**src/design/token_expiry_table_unit_defines.svh**
```systemverilog
// ----------------------------------------------------------------------------
// Token expiry table: assertion macros
// Concurrent assertion helpers used by the table's RTL.
// ----------------------------------------------------------------------------
`ifndef TOKEN_EXPIRY_TABLE_UNIT_DEFINES_SVH
`define TOKEN_EXPIRY_TABLE_UNIT_DEFINES_SVH

`ifndef NO_ASSERTIONS

// Checked property, disabled while reset is asserted
`define TET_ASSERT(name, clk, rst_n, prop, msg) \
	name: assert property (@(posedge clk) disable iff (!rst_n) prop) else $error(msg);

// Checked property, active through reset as well
`define TET_ASSERT_NR(name, clk, prop, msg) \
	name: assert property (@(posedge clk) prop) else $error(msg);

`else

`define TET_ASSERT(name, clk, rst_n, prop, msg)
`define TET_ASSERT_NR(name, clk, prop, msg)

`endif

`endif

```
**src/design/tet_pkg.sv**
```systemverilog
// ----------------------------------------------------------------------------
// Token expiry table package
// Sizes, request codes, sequencer states and shared structures.
// ----------------------------------------------------------------------------
package tet_pkg;

	localparam int TABLE_DEPTH = 64;
	localparam int IDX_W       = (TABLE_DEPTH > 1) ? $clog2(TABLE_DEPTH) : 1;

	localparam int KIND_W  = 2;
	localparam int KEY_W   = 25;
	localparam int TIME_W  = 31;
	localparam int EXP_W   = 32;
	localparam int LIVE_W  = 7;

	// Request kinds; any other code only counts
	localparam logic [KIND_W-1:0] KIND_GENERATE = 2'd0;
	localparam logic [KIND_W-1:0] KIND_RENEW    = 2'd1;

	typedef enum logic [1:0] {
		ST_IDLE,
		ST_SCAN,
		ST_DRAIN,
		ST_COMMIT
	} state_t;

	typedef struct packed {
		logic [KEY_W-1:0] key;
		logic [EXP_W-1:0] expiry;
	} entry_t;

	typedef struct packed {
		logic              match_found;
		logic [IDX_W-1:0]  match_idx;
		logic              free_found;
		logic [IDX_W-1:0]  free_idx;
		logic [LIVE_W-1:0] live;
	} scan_result_t;

endpackage

```
**src/design/token_expiry_table_unit.sv**
```systemverilog
// ----------------------------------------------------------------------------
// Token expiry table unit
// Session key table with time-to-live aging, served by a sweeping sequencer.
// ----------------------------------------------------------------------------
// A request is taken when start is high and busy is low. Each request
// sweeps the key/expiry memory one entry per cycle through its single
// read port, then drains the read register and then writes back. The
// result then stands on live_count, renew_done and table_full for exactly
// one cycle with done high; the receiver cannot stall, so it must take the
// result in that cycle. busy is already low in that cycle, so the next
// request may start there. The time_to_live register may be written only
// while busy is low and no result is pending; it resets to 1. No clearing
// pass is needed after reset: entry valid bits are held in flip-flops.
// ----------------------------------------------------------------------------
module token_expiry_table_unit (
	input  logic                        clk,
	input  logic                        arst_n,
	input  logic                        start,
	output logic                        busy,
	input  logic [tet_pkg::KIND_W-1:0]  kind,
	input  logic [tet_pkg::KEY_W-1:0]   token_key,
	input  logic [tet_pkg::TIME_W-1:0]  current_time,
	input  logic                        time_to_live_we,
	input  logic [tet_pkg::TIME_W-1:0]  time_to_live,
	output logic                        done,
	output logic [tet_pkg::LIVE_W-1:0]  live_count,
	output logic                        renew_done,
	output logic                        table_full
);
	import tet_pkg::*;

`include "token_expiry_table_unit_defines.svh"

	state_t state_q, state_d;

	logic [TIME_W-1:0]      ttl_q;
	logic [KIND_W-1:0]      kind_q;
	logic [KEY_W-1:0]       key_q;
	logic [TIME_W-1:0]      time_q;
	logic [EXP_W-1:0]       expiry_q;
	logic [IDX_W-1:0]       rd_ptr_q;
	logic                   eval_vld_s1;
	logic [IDX_W-1:0]       eval_idx_s1;
	logic [TABLE_DEPTH-1:0] valid_q;

	logic         accept;
	logic         scan_en;
	logic         commit;
	logic         last_rd;
	logic         evict;
	logic         do_insert;
	logic         do_update;
	logic         wr_en;
	logic [IDX_W-1:0] wr_idx;
	entry_t       wr_data;
	entry_t       rd_data_s1;
	scan_result_t scan_res;

	logic              done_q;
	logic [LIVE_W-1:0] live_count_q;
	logic              renew_done_q;
	logic              table_full_q;

	assign accept  = start && !busy;
	assign last_rd = (rd_ptr_q == IDX_W'(TABLE_DEPTH - 1));

	// Next state
	always_comb begin
		state_d = state_q;
		unique case (state_q)
			ST_IDLE:   if (start)   state_d = ST_SCAN;
			ST_SCAN:   if (last_rd) state_d = ST_DRAIN;
			ST_DRAIN:  state_d = ST_COMMIT;
			ST_COMMIT: state_d = ST_IDLE;
			default:   state_d = ST_IDLE;
		endcase
	end

	// Sequencer outputs
	always_comb begin
		busy    = 1'b1;
		scan_en = 1'b0;
		commit  = 1'b0;
		unique case (state_q)
			ST_IDLE:   busy    = 1'b0;
			ST_SCAN:   scan_en = 1'b1;
			ST_DRAIN:  ;
			ST_COMMIT: commit  = 1'b1;
			default:   busy    = 1'b1;
		endcase
	end

	always_ff @(posedge clk or negedge arst_n) begin
		if (!arst_n) begin
			state_q <= ST_IDLE;
		end else begin
			state_q <= state_d;
		end
	end

	// Hold the configured lifetime
	always_ff @(posedge clk or negedge arst_n) begin
		if (!arst_n) begin
			ttl_q <= TIME_W'(1);
		end else if (time_to_live_we) begin
			ttl_q <= time_to_live;
		end
	end

	// Capture the request transaction
	always_ff @(posedge clk) begin
		if (accept) begin
			kind_q   <= kind;
			key_q    <= token_key;
			time_q   <= current_time;
			expiry_q <= {1'b0, current_time} + {1'b0, ttl_q};
		end
	end

	// Advance the read pointer over the table
	always_ff @(posedge clk or negedge arst_n) begin
		if (!arst_n) begin
			rd_ptr_q    <= '0;
			eval_vld_s1 <= 1'b0;
			eval_idx_s1 <= '0;
		end else begin
			eval_vld_s1 <= scan_en;
			eval_idx_s1 <= rd_ptr_q;
			if (accept) begin
				rd_ptr_q <= '0;
			end else if (scan_en) begin
				rd_ptr_q <= rd_ptr_q + IDX_W'(1);
			end
		end
	end

	tet_store u_store (
		.clk        (clk),
		.wr_en      (wr_en),
		.wr_idx     (wr_idx),
		.wr_data    (wr_data),
		.rd_idx     (rd_ptr_q),
		.rd_data_s1 (rd_data_s1)
	);

	tet_scan_unit u_scan (
		.clk         (clk),
		.arst_n      (arst_n),
		.clear       (accept),
		.eval_en     (eval_vld_s1),
		.eval_idx    (eval_idx_s1),
		.entry_valid (valid_q[eval_idx_s1]),
		.entry       (rd_data_s1),
		.req_key     (key_q),
		.req_time    (time_q),
		.evict       (evict),
		.result      (scan_res)
	);

	// Decide the write-back
	always_comb begin
		do_update = 1'b0;
		do_insert = 1'b0;
		if (commit) begin
			if (kind_q == KIND_GENERATE) begin
				do_update = scan_res.match_found;
				do_insert = !scan_res.match_found && scan_res.free_found;
			end else if (kind_q == KIND_RENEW) begin
				do_update = scan_res.match_found;
			end
		end
		wr_en          = do_update || do_insert;
		wr_idx         = do_insert ? scan_res.free_idx : scan_res.match_idx;
		wr_data.key    = key_q;
		wr_data.expiry = expiry_q;
	end

	// Drop expired entries, mark inserted ones
	always_ff @(posedge clk or negedge arst_n) begin
		if (!arst_n) begin
			valid_q <= '0;
		end else begin
			if (evict) begin
				valid_q[eval_idx_s1] <= 1'b0;
			end
			if (do_insert) begin
				valid_q[scan_res.free_idx] <= 1'b1;
			end
		end
	end

	// Register the result for one cycle
	always_ff @(posedge clk or negedge arst_n) begin
		if (!arst_n) begin
			done_q <= 1'b0;
		end else begin
			done_q <= commit;
		end
	end

	always_ff @(posedge clk) begin
		if (commit) begin
			live_count_q <= scan_res.live + LIVE_W'(do_insert);
			renew_done_q <= (kind_q == KIND_RENEW) && scan_res.match_found;
			table_full_q <= (kind_q == KIND_GENERATE) && !scan_res.match_found
				&& !scan_res.free_found;
		end
	end

	assign done       = done_q;
	assign live_count = live_count_q;
	assign renew_done = renew_done_q;
	assign table_full = table_full_q;

	// Checks
	`TET_ASSERT(a_done_follows_commit, clk, arst_n, done |-> $past(state_q == ST_COMMIT), "result without write-back")
	`TET_ASSERT(a_accept_goes_busy, clk, arst_n, (start && !busy) |=> busy, "request accepted but sequencer idle")
	`TET_ASSERT(a_full_means_all_live, clk, arst_n, (done && table_full) |-> (live_count == LIVE_W'(TABLE_DEPTH)), "table full reported with free slots")
	`TET_ASSERT(a_idle_on_done, clk, arst_n, !done || !busy, "result shown while still busy")

endmodule

```
**src/design/tet_store.sv**
```systemverilog
// ----------------------------------------------------------------------------
// Token expiry table store
// Single write, single read memory of keys and expiry times, registered read.
// ----------------------------------------------------------------------------
module tet_store (
	input  logic                 clk,
	input  logic                 wr_en,
	input  logic [tet_pkg::IDX_W-1:0] wr_idx,
	input  tet_pkg::entry_t      wr_data,
	input  logic [tet_pkg::IDX_W-1:0] rd_idx,
	output tet_pkg::entry_t      rd_data_s1
);
	import tet_pkg::*;

	entry_t mem_q [TABLE_DEPTH];

	// Write one entry
	always_ff @(posedge clk) begin
		if (wr_en) begin
			mem_q[wr_idx] <= wr_data;
		end
	end

	// Read one entry a cycle
	always_ff @(posedge clk) begin
		rd_data_s1 <= mem_q[rd_idx];
	end

endmodule

```
**src/design/tet_scan_unit.sv**
```systemverilog
// ----------------------------------------------------------------------------
// Token expiry table scan unit
// Examines one entry per cycle while eval_en is high: expiry compare, key
// match, first free slot and live count, accumulated over a table sweep.
// ----------------------------------------------------------------------------
module tet_scan_unit (
	input  logic                        clk,
	input  logic                        arst_n,
	input  logic                        clear,
	input  logic                        eval_en,
	input  logic [tet_pkg::IDX_W-1:0]   eval_idx,
	input  logic                        entry_valid,
	input  tet_pkg::entry_t             entry,
	input  logic [tet_pkg::KEY_W-1:0]   req_key,
	input  logic [tet_pkg::TIME_W-1:0]  req_time,
	output logic                        evict,
	output tet_pkg::scan_result_t       result
);
	import tet_pkg::*;

	logic         entry_live;
	scan_result_t acc_q;

	// Entry survives if its expiry lies after the request time
	always_comb begin
		entry_live = entry_valid && (entry.expiry > {1'b0, req_time});
		evict      = eval_en && entry_valid && !entry_live;
	end

	// Accumulate match, free slot and live count over the sweep
	always_ff @(posedge clk or negedge arst_n) begin
		if (!arst_n) begin
			acc_q <= '0;
		end else if (clear) begin
			acc_q <= '0;
		end else if (eval_en) begin
			if (entry_live) begin
				acc_q.live <= acc_q.live + LIVE_W'(1);
				if (!acc_q.match_found && (entry.key == req_key)) begin
					acc_q.match_found <= 1'b1;
					acc_q.match_idx   <= eval_idx;
				end
			end else if (!acc_q.free_found) begin
				acc_q.free_found <= 1'b1;
				acc_q.free_idx   <= eval_idx;
			end
		end
	end

	assign result = acc_q;

endmodule

```
**config.mk**
```make
export PLATFORM = sky130hd
export DESIGN_NAME = token_expiry_table_unit
export DESIGN_NICKNAME = d
export VERILOG_FILES = /design/src/design/tet_pkg.sv /design/src/design/token_expiry_table_unit.sv /design/src/design/tet_store.sv /design/src/design/tet_scan_unit.sv
export VERILOG_INCLUDE_DIRS = /design/src /design/src/design
export SDC_FILE = /design/constraint.sdc
export NUM_CORES = 2
export LEC_CHECK = 0
export BUFFER_PORTS_ARGS = -buffer_cell sky130_fd_sc_hd__buf_2
export CAP_MARGIN = 20
export CORE_ASPECT_RATIO = 1.25
export CORE_MARGIN = 2
export CORE_UTILIZATION = 40
export DETAILED_ROUTE_END_ITERATION = 6
export HOLD_SLACK_MARGIN = 0.1
export SLEW_MARGIN = 25
export SYNTH_ARGS = -nofsm -noshare
export SYNTH_HDL_FRONTEND = slang
export SYNTH_HIERARCHICAL = 1
export SYNTH_SLANG_ARGS = --single-unit
```
**constraint.sdc**
```tcl
create_clock -name clk -period 18.2 [get_ports clk]
set_input_delay 0.91 -clock clk [delete_from_list [all_inputs] [get_ports clk]]
set_output_delay 0.91 -clock clk [all_outputs]
set_load 0.01 [all_outputs]
```
==> run summary <==
Area enclosed by the die boundary: 383,600 µm². The detailed router placed 74,920 vias in this run. Highest metal layer used by the detailed router: met5.

For this design the ratio of total power to cell area is 139.1 nW/µm². The largest net degree at the start of global routing was 154. Synthesis produced a netlist whose cell count is 6,808.

The buffer depth of the longest clock path came out at 4. The kind of end point of the critical path is a flip-flop. CTS clock-pin slew for the worst setup and hold paths: 0.06 ns. The headroom to the max-slew limit was 0.2334; the layout cell share with drive strength beyond 1 was 0.2832. In this run, CTS created clock tree buffers numbering 373. The max-slew violation total from the final report was 0; the number of warnings reported in the yosys synthesis log was 6. The data required time at the worst endpoint is 18.76 ns.

The net count of the finished layout is 7,359. The clock tree skew after final layout was 0.07201 ns; the met2 layer wire length in the routed design was 215.0 mm. The kind of critical path is flip-flop to flip-flop.

VDD sags by at most 0.0001178 V. The beginning of the worst hold path was token_key[18]. Setup repair after global routing left no endpoint under its margin. Post-route minimum period: 5.965 ns. The startpoint of the worst register-to-register path was state_q[1]$_DFFE_PN0P_.

The logs give 151,400 µm² for the area of the mapped netlist and 6.53 ns for the data arrival time of the critical path. Routability-driven placement finished with a final weighted congestion of 0.8460. For the final routed database, the setup TNS stands at 0 ns. The run gives 159,000 µm² as the placed standard-cell area.

The post-CTS setup buffer count was 0. The die is 554.3 µm wide. The antenna violation net count after detailed routing is 0, and the sink count of the clock tree is 3,936. Dividing the detail-routed wire length by the instance count gives 34.42 µm. The finished cells cover 171,200 µm².

The run gives 0 as the count of endpoints failing setup in the final report. For this block, wires on met1 add up to 161.4 mm. The number of global-route vias before repair is 75,890, and the initial DRC count is 9,474. Class of the tightest hold or removal check: primary input to flip-flop. The H-tree was split into 5 levels. The tools report the startpoint kind of the worst setup timing path as a flip-flop. Across the run, the number of max-cap violations was 0. The top-level port count is 104.

Synthesis produced a netlist with a net count of 6,973. The setup slack of the worst register-to-register path is 12.24 ns, and the number of synthesized register bits is 3,936. The first global-routing pass estimated 596.0 mm of wire. The initial core utilization was 0.4019. The cell row count is 252, and the fraction of registers with async set or reset after synthesis is 0.03354. Along the worst path, the maximum fanout reaches 26. For this run the aggregate overflow at the end of global routing stands at 0.

Share of the clock period used by the worst path after layout: 0.3277. End point of the critical path: u_store/mem_q[57][32]$_DFFE_PP_. Insertion delay to the later sink of the worst-skew pair: 0.95 ns.

The number of input and output port buffers inserted works out to 103. The critical path starts at state_q[1]$_DFFE_PN0P_. The die extent in y came out at 691.9 µm. The end of the worst register-to-register path is u_store/mem_q[57][32]$_DFFE_PP_. The placeable core region was 376,800 µm²; the met3 wire length was 35.06 mm.

The tree is rooted in a sky130_fd_sc_hd__clkbuf_16. The number of search-and-repair iterations in the first detailed-routing pass came out at 6. The total global routing track utilization is 0.2202.

Among all flip-flop cells after synthesis, the most frequent one is sky130_fd_sc_hd__edfxtp_1. The run finished with clean final reports. The worst-margin pin slew was 1.140 ns; the total power of the final layout was 23.81 mW.

Layout-stage area growth over the synthesis result: 13.05%. The logs give 0 for the number of hold violations in the final report and 0 for the DRC violation count after routing. After filler insertion, the fill cell instance count of the layout stands at 30,960. In the layout the commonest cells are 3,747 x sky130_fd_sc_hd__edfxtp_1, 1,006 x sky130_fd_sc_hd__mux4_2, 377 x sky130_fd_sc_hd__clkbuf_16, 242 x sky130_fd_sc_hd__buf_4, 190 x sky130_fd_sc_hd__o21ai_0. TritonCTS built the clock tree. The analysis attributes to cell leakage a power of 53.41 nW. The initial antenna violation count came out at 24. In the routed layout, each cell is associated on average with a via count of 6.022.

Static timing analysis puts the maximum clock frequency at 167.7 MHz. The number of distinct library cells after synthesis is 90. The mean area per synthesized cell was 22.24 µm²; the sequential-to-total area share from yosys stat was 0.7723.

The detailed-placement wirelength estimate is 240.4 mm. The final wirelength is 428.2 mm. For the worst flop-to-flop path, the logic depth is 10. The most common cell after layout, fill and taps aside was sky130_fd_sc_hd__edfxtp_1. Counting flops with a built-in enable in the synthesized netlist gives 3,747.
synthesized netlist by cell type (all sizes together), types with 16 or more instances:
master	count	area share
a21oi	92	0.0031
a31oi	33	0.0014
buf	196	0.0081
clkbuf	155	0.0039
dfrtp	131	0.022
dfxtp	57	0.0075
edfxtp	3747	0.74
ha	71	0.0059
inv	47	0.0012
mux2	79	0.0059
mux2i	104	0.0069
mux4	1006	0.15
nand2	135	0.0033
nand2b	25	0.0010
nand3	42	0.0014
nand3b	16	0.00079
nand4	24	0.00099
nor2	188	0.0047
nor3	21	0.00069
o21ai	193	0.0065
o221ai	25	0.0014
o22a	19	0.0011
o22ai	176	0.0073
xnor2	35	0.0020
xor2	28	0.0016
worst min path at each step:
stage	end	cells past startpoint
global placement	eval_idx_s1[5]$_DFF_PN0_	0
finish	key_q[18]$_DFFE_PP_	1
global route	key_q[2]$_DFFE_PP_	1
floorplan	eval_idx_s1[1]$_DFF_PN0_	0
CTS	key_q[2]$_DFFE_PP_	1
detailed placement	eval_idx_s1[5]$_DFF_PN0_	0
cell families after synthesis:
family                   count (synthesis)  synth area share
buffers and inverters                  401           0.01333
AO/OA/AOI/OAI                          621           0.02562
AND/OR/NAND/NOR                        526           0.01671
multiplexers                          1189            0.1624
adder cells (fa/ha/maj)                 72          0.005998
flip-flops                            3936            0.7723
XOR/XNOR                                63          0.003644
repair_timing:
action	CTS	global route
hold endpoints to repair	58	0
gates resized for setup	0	0
hold buffers	3	0
sequential cells by signal, summed over array words and instances (netlist names):
signal,flops
table_full,1
done,1
ttl_q,31
eval_idx_s1,6
expiry_q,32
renew_done,1
rd_ptr_q,6
u_scan/result,21
time_q,31
kind_q,2
state_q,2
valid_q,64
key_q,25
u_store/rd_data_s1,57
eval_vld_s1,1
u_store/mem_q,3648
live_count,7
final cells by class:
class | count | area [µm²] | share of cell area
Timing Repair Buffer | 364 | 2686 | 0.01569
Clock buffer | 457 | 9894 | 0.05779
Antenna cell | 3 | 7.507 | 0.00004385
Tap cell | 4953 | 6197 | 0.03620
Sequential cell | 3936 | 117000 | 0.6833
Clock inverter | 209 | 2247 | 0.01313
Multi-Input combinational cell | 2471 | 33010 | 0.1928
Inverter | 48 | 185.2 | 0.001082
stage by stage:
step,std cells,utilization,setup WS (ns),hold slack (ns)
CTS,12440,0.4542,12.32,0.1010
detailed placement,11770,0.4219,12.31,0.4243
floorplan,6808,-,11.83,0.4168
global placement,11770,0.4217,12.52,0.4250
finish,12440,0.4544,12.24,0.1646
global route,12440,0.4544,12.09,0.1288
critical path, stage by stage, from the launching register on:
cell	delay [ns]
sky130_fd_sc_hd__dfrtp_1	0.41
sky130_fd_sc_hd__ha_1	0.38
sky130_fd_sc_hd__nand3_1	0.56
sky130_fd_sc_hd__clkinv_1	0.53
sky130_fd_sc_hd__nand2_1	0.24
sky130_fd_sc_hd__nand2_1	0.26
sky130_fd_sc_hd__nor2_1	0.25
sky130_fd_sc_hd__nand3_1	0.56
sky130_fd_sc_hd__nor2_4	1.05
sky130_fd_sc_hd__buf_4	0.57
sky130_fd_sc_hd__buf_4	0.66
power breakdown:
part / total [mW] / leakage [nW] / internal [mW] / switching (mW)
sequential: 10.6 / 35.9 / 10.4 / 0.212
combinational: 5.37 / 11.6 / 2.38 / 2.99
clock: 7.85 / 5.90 / 4.46 / 3.40
total: 23.8 / 53.4 / 17.2 / 6.60
routing by layer:
| layer | global-route usage | vias up |
|---|---|---|
| li1 | - | 29520 |
| met1 | 0.2878 | 40890 |
| met2 | 0.3737 | 3741 |
| met3 | 0.03394 | 750 |
| met4 | 0.07807 | 18 |
| met5 | 0.003133 | - |
Note: power is estimated with default switching activity, not from simulation.
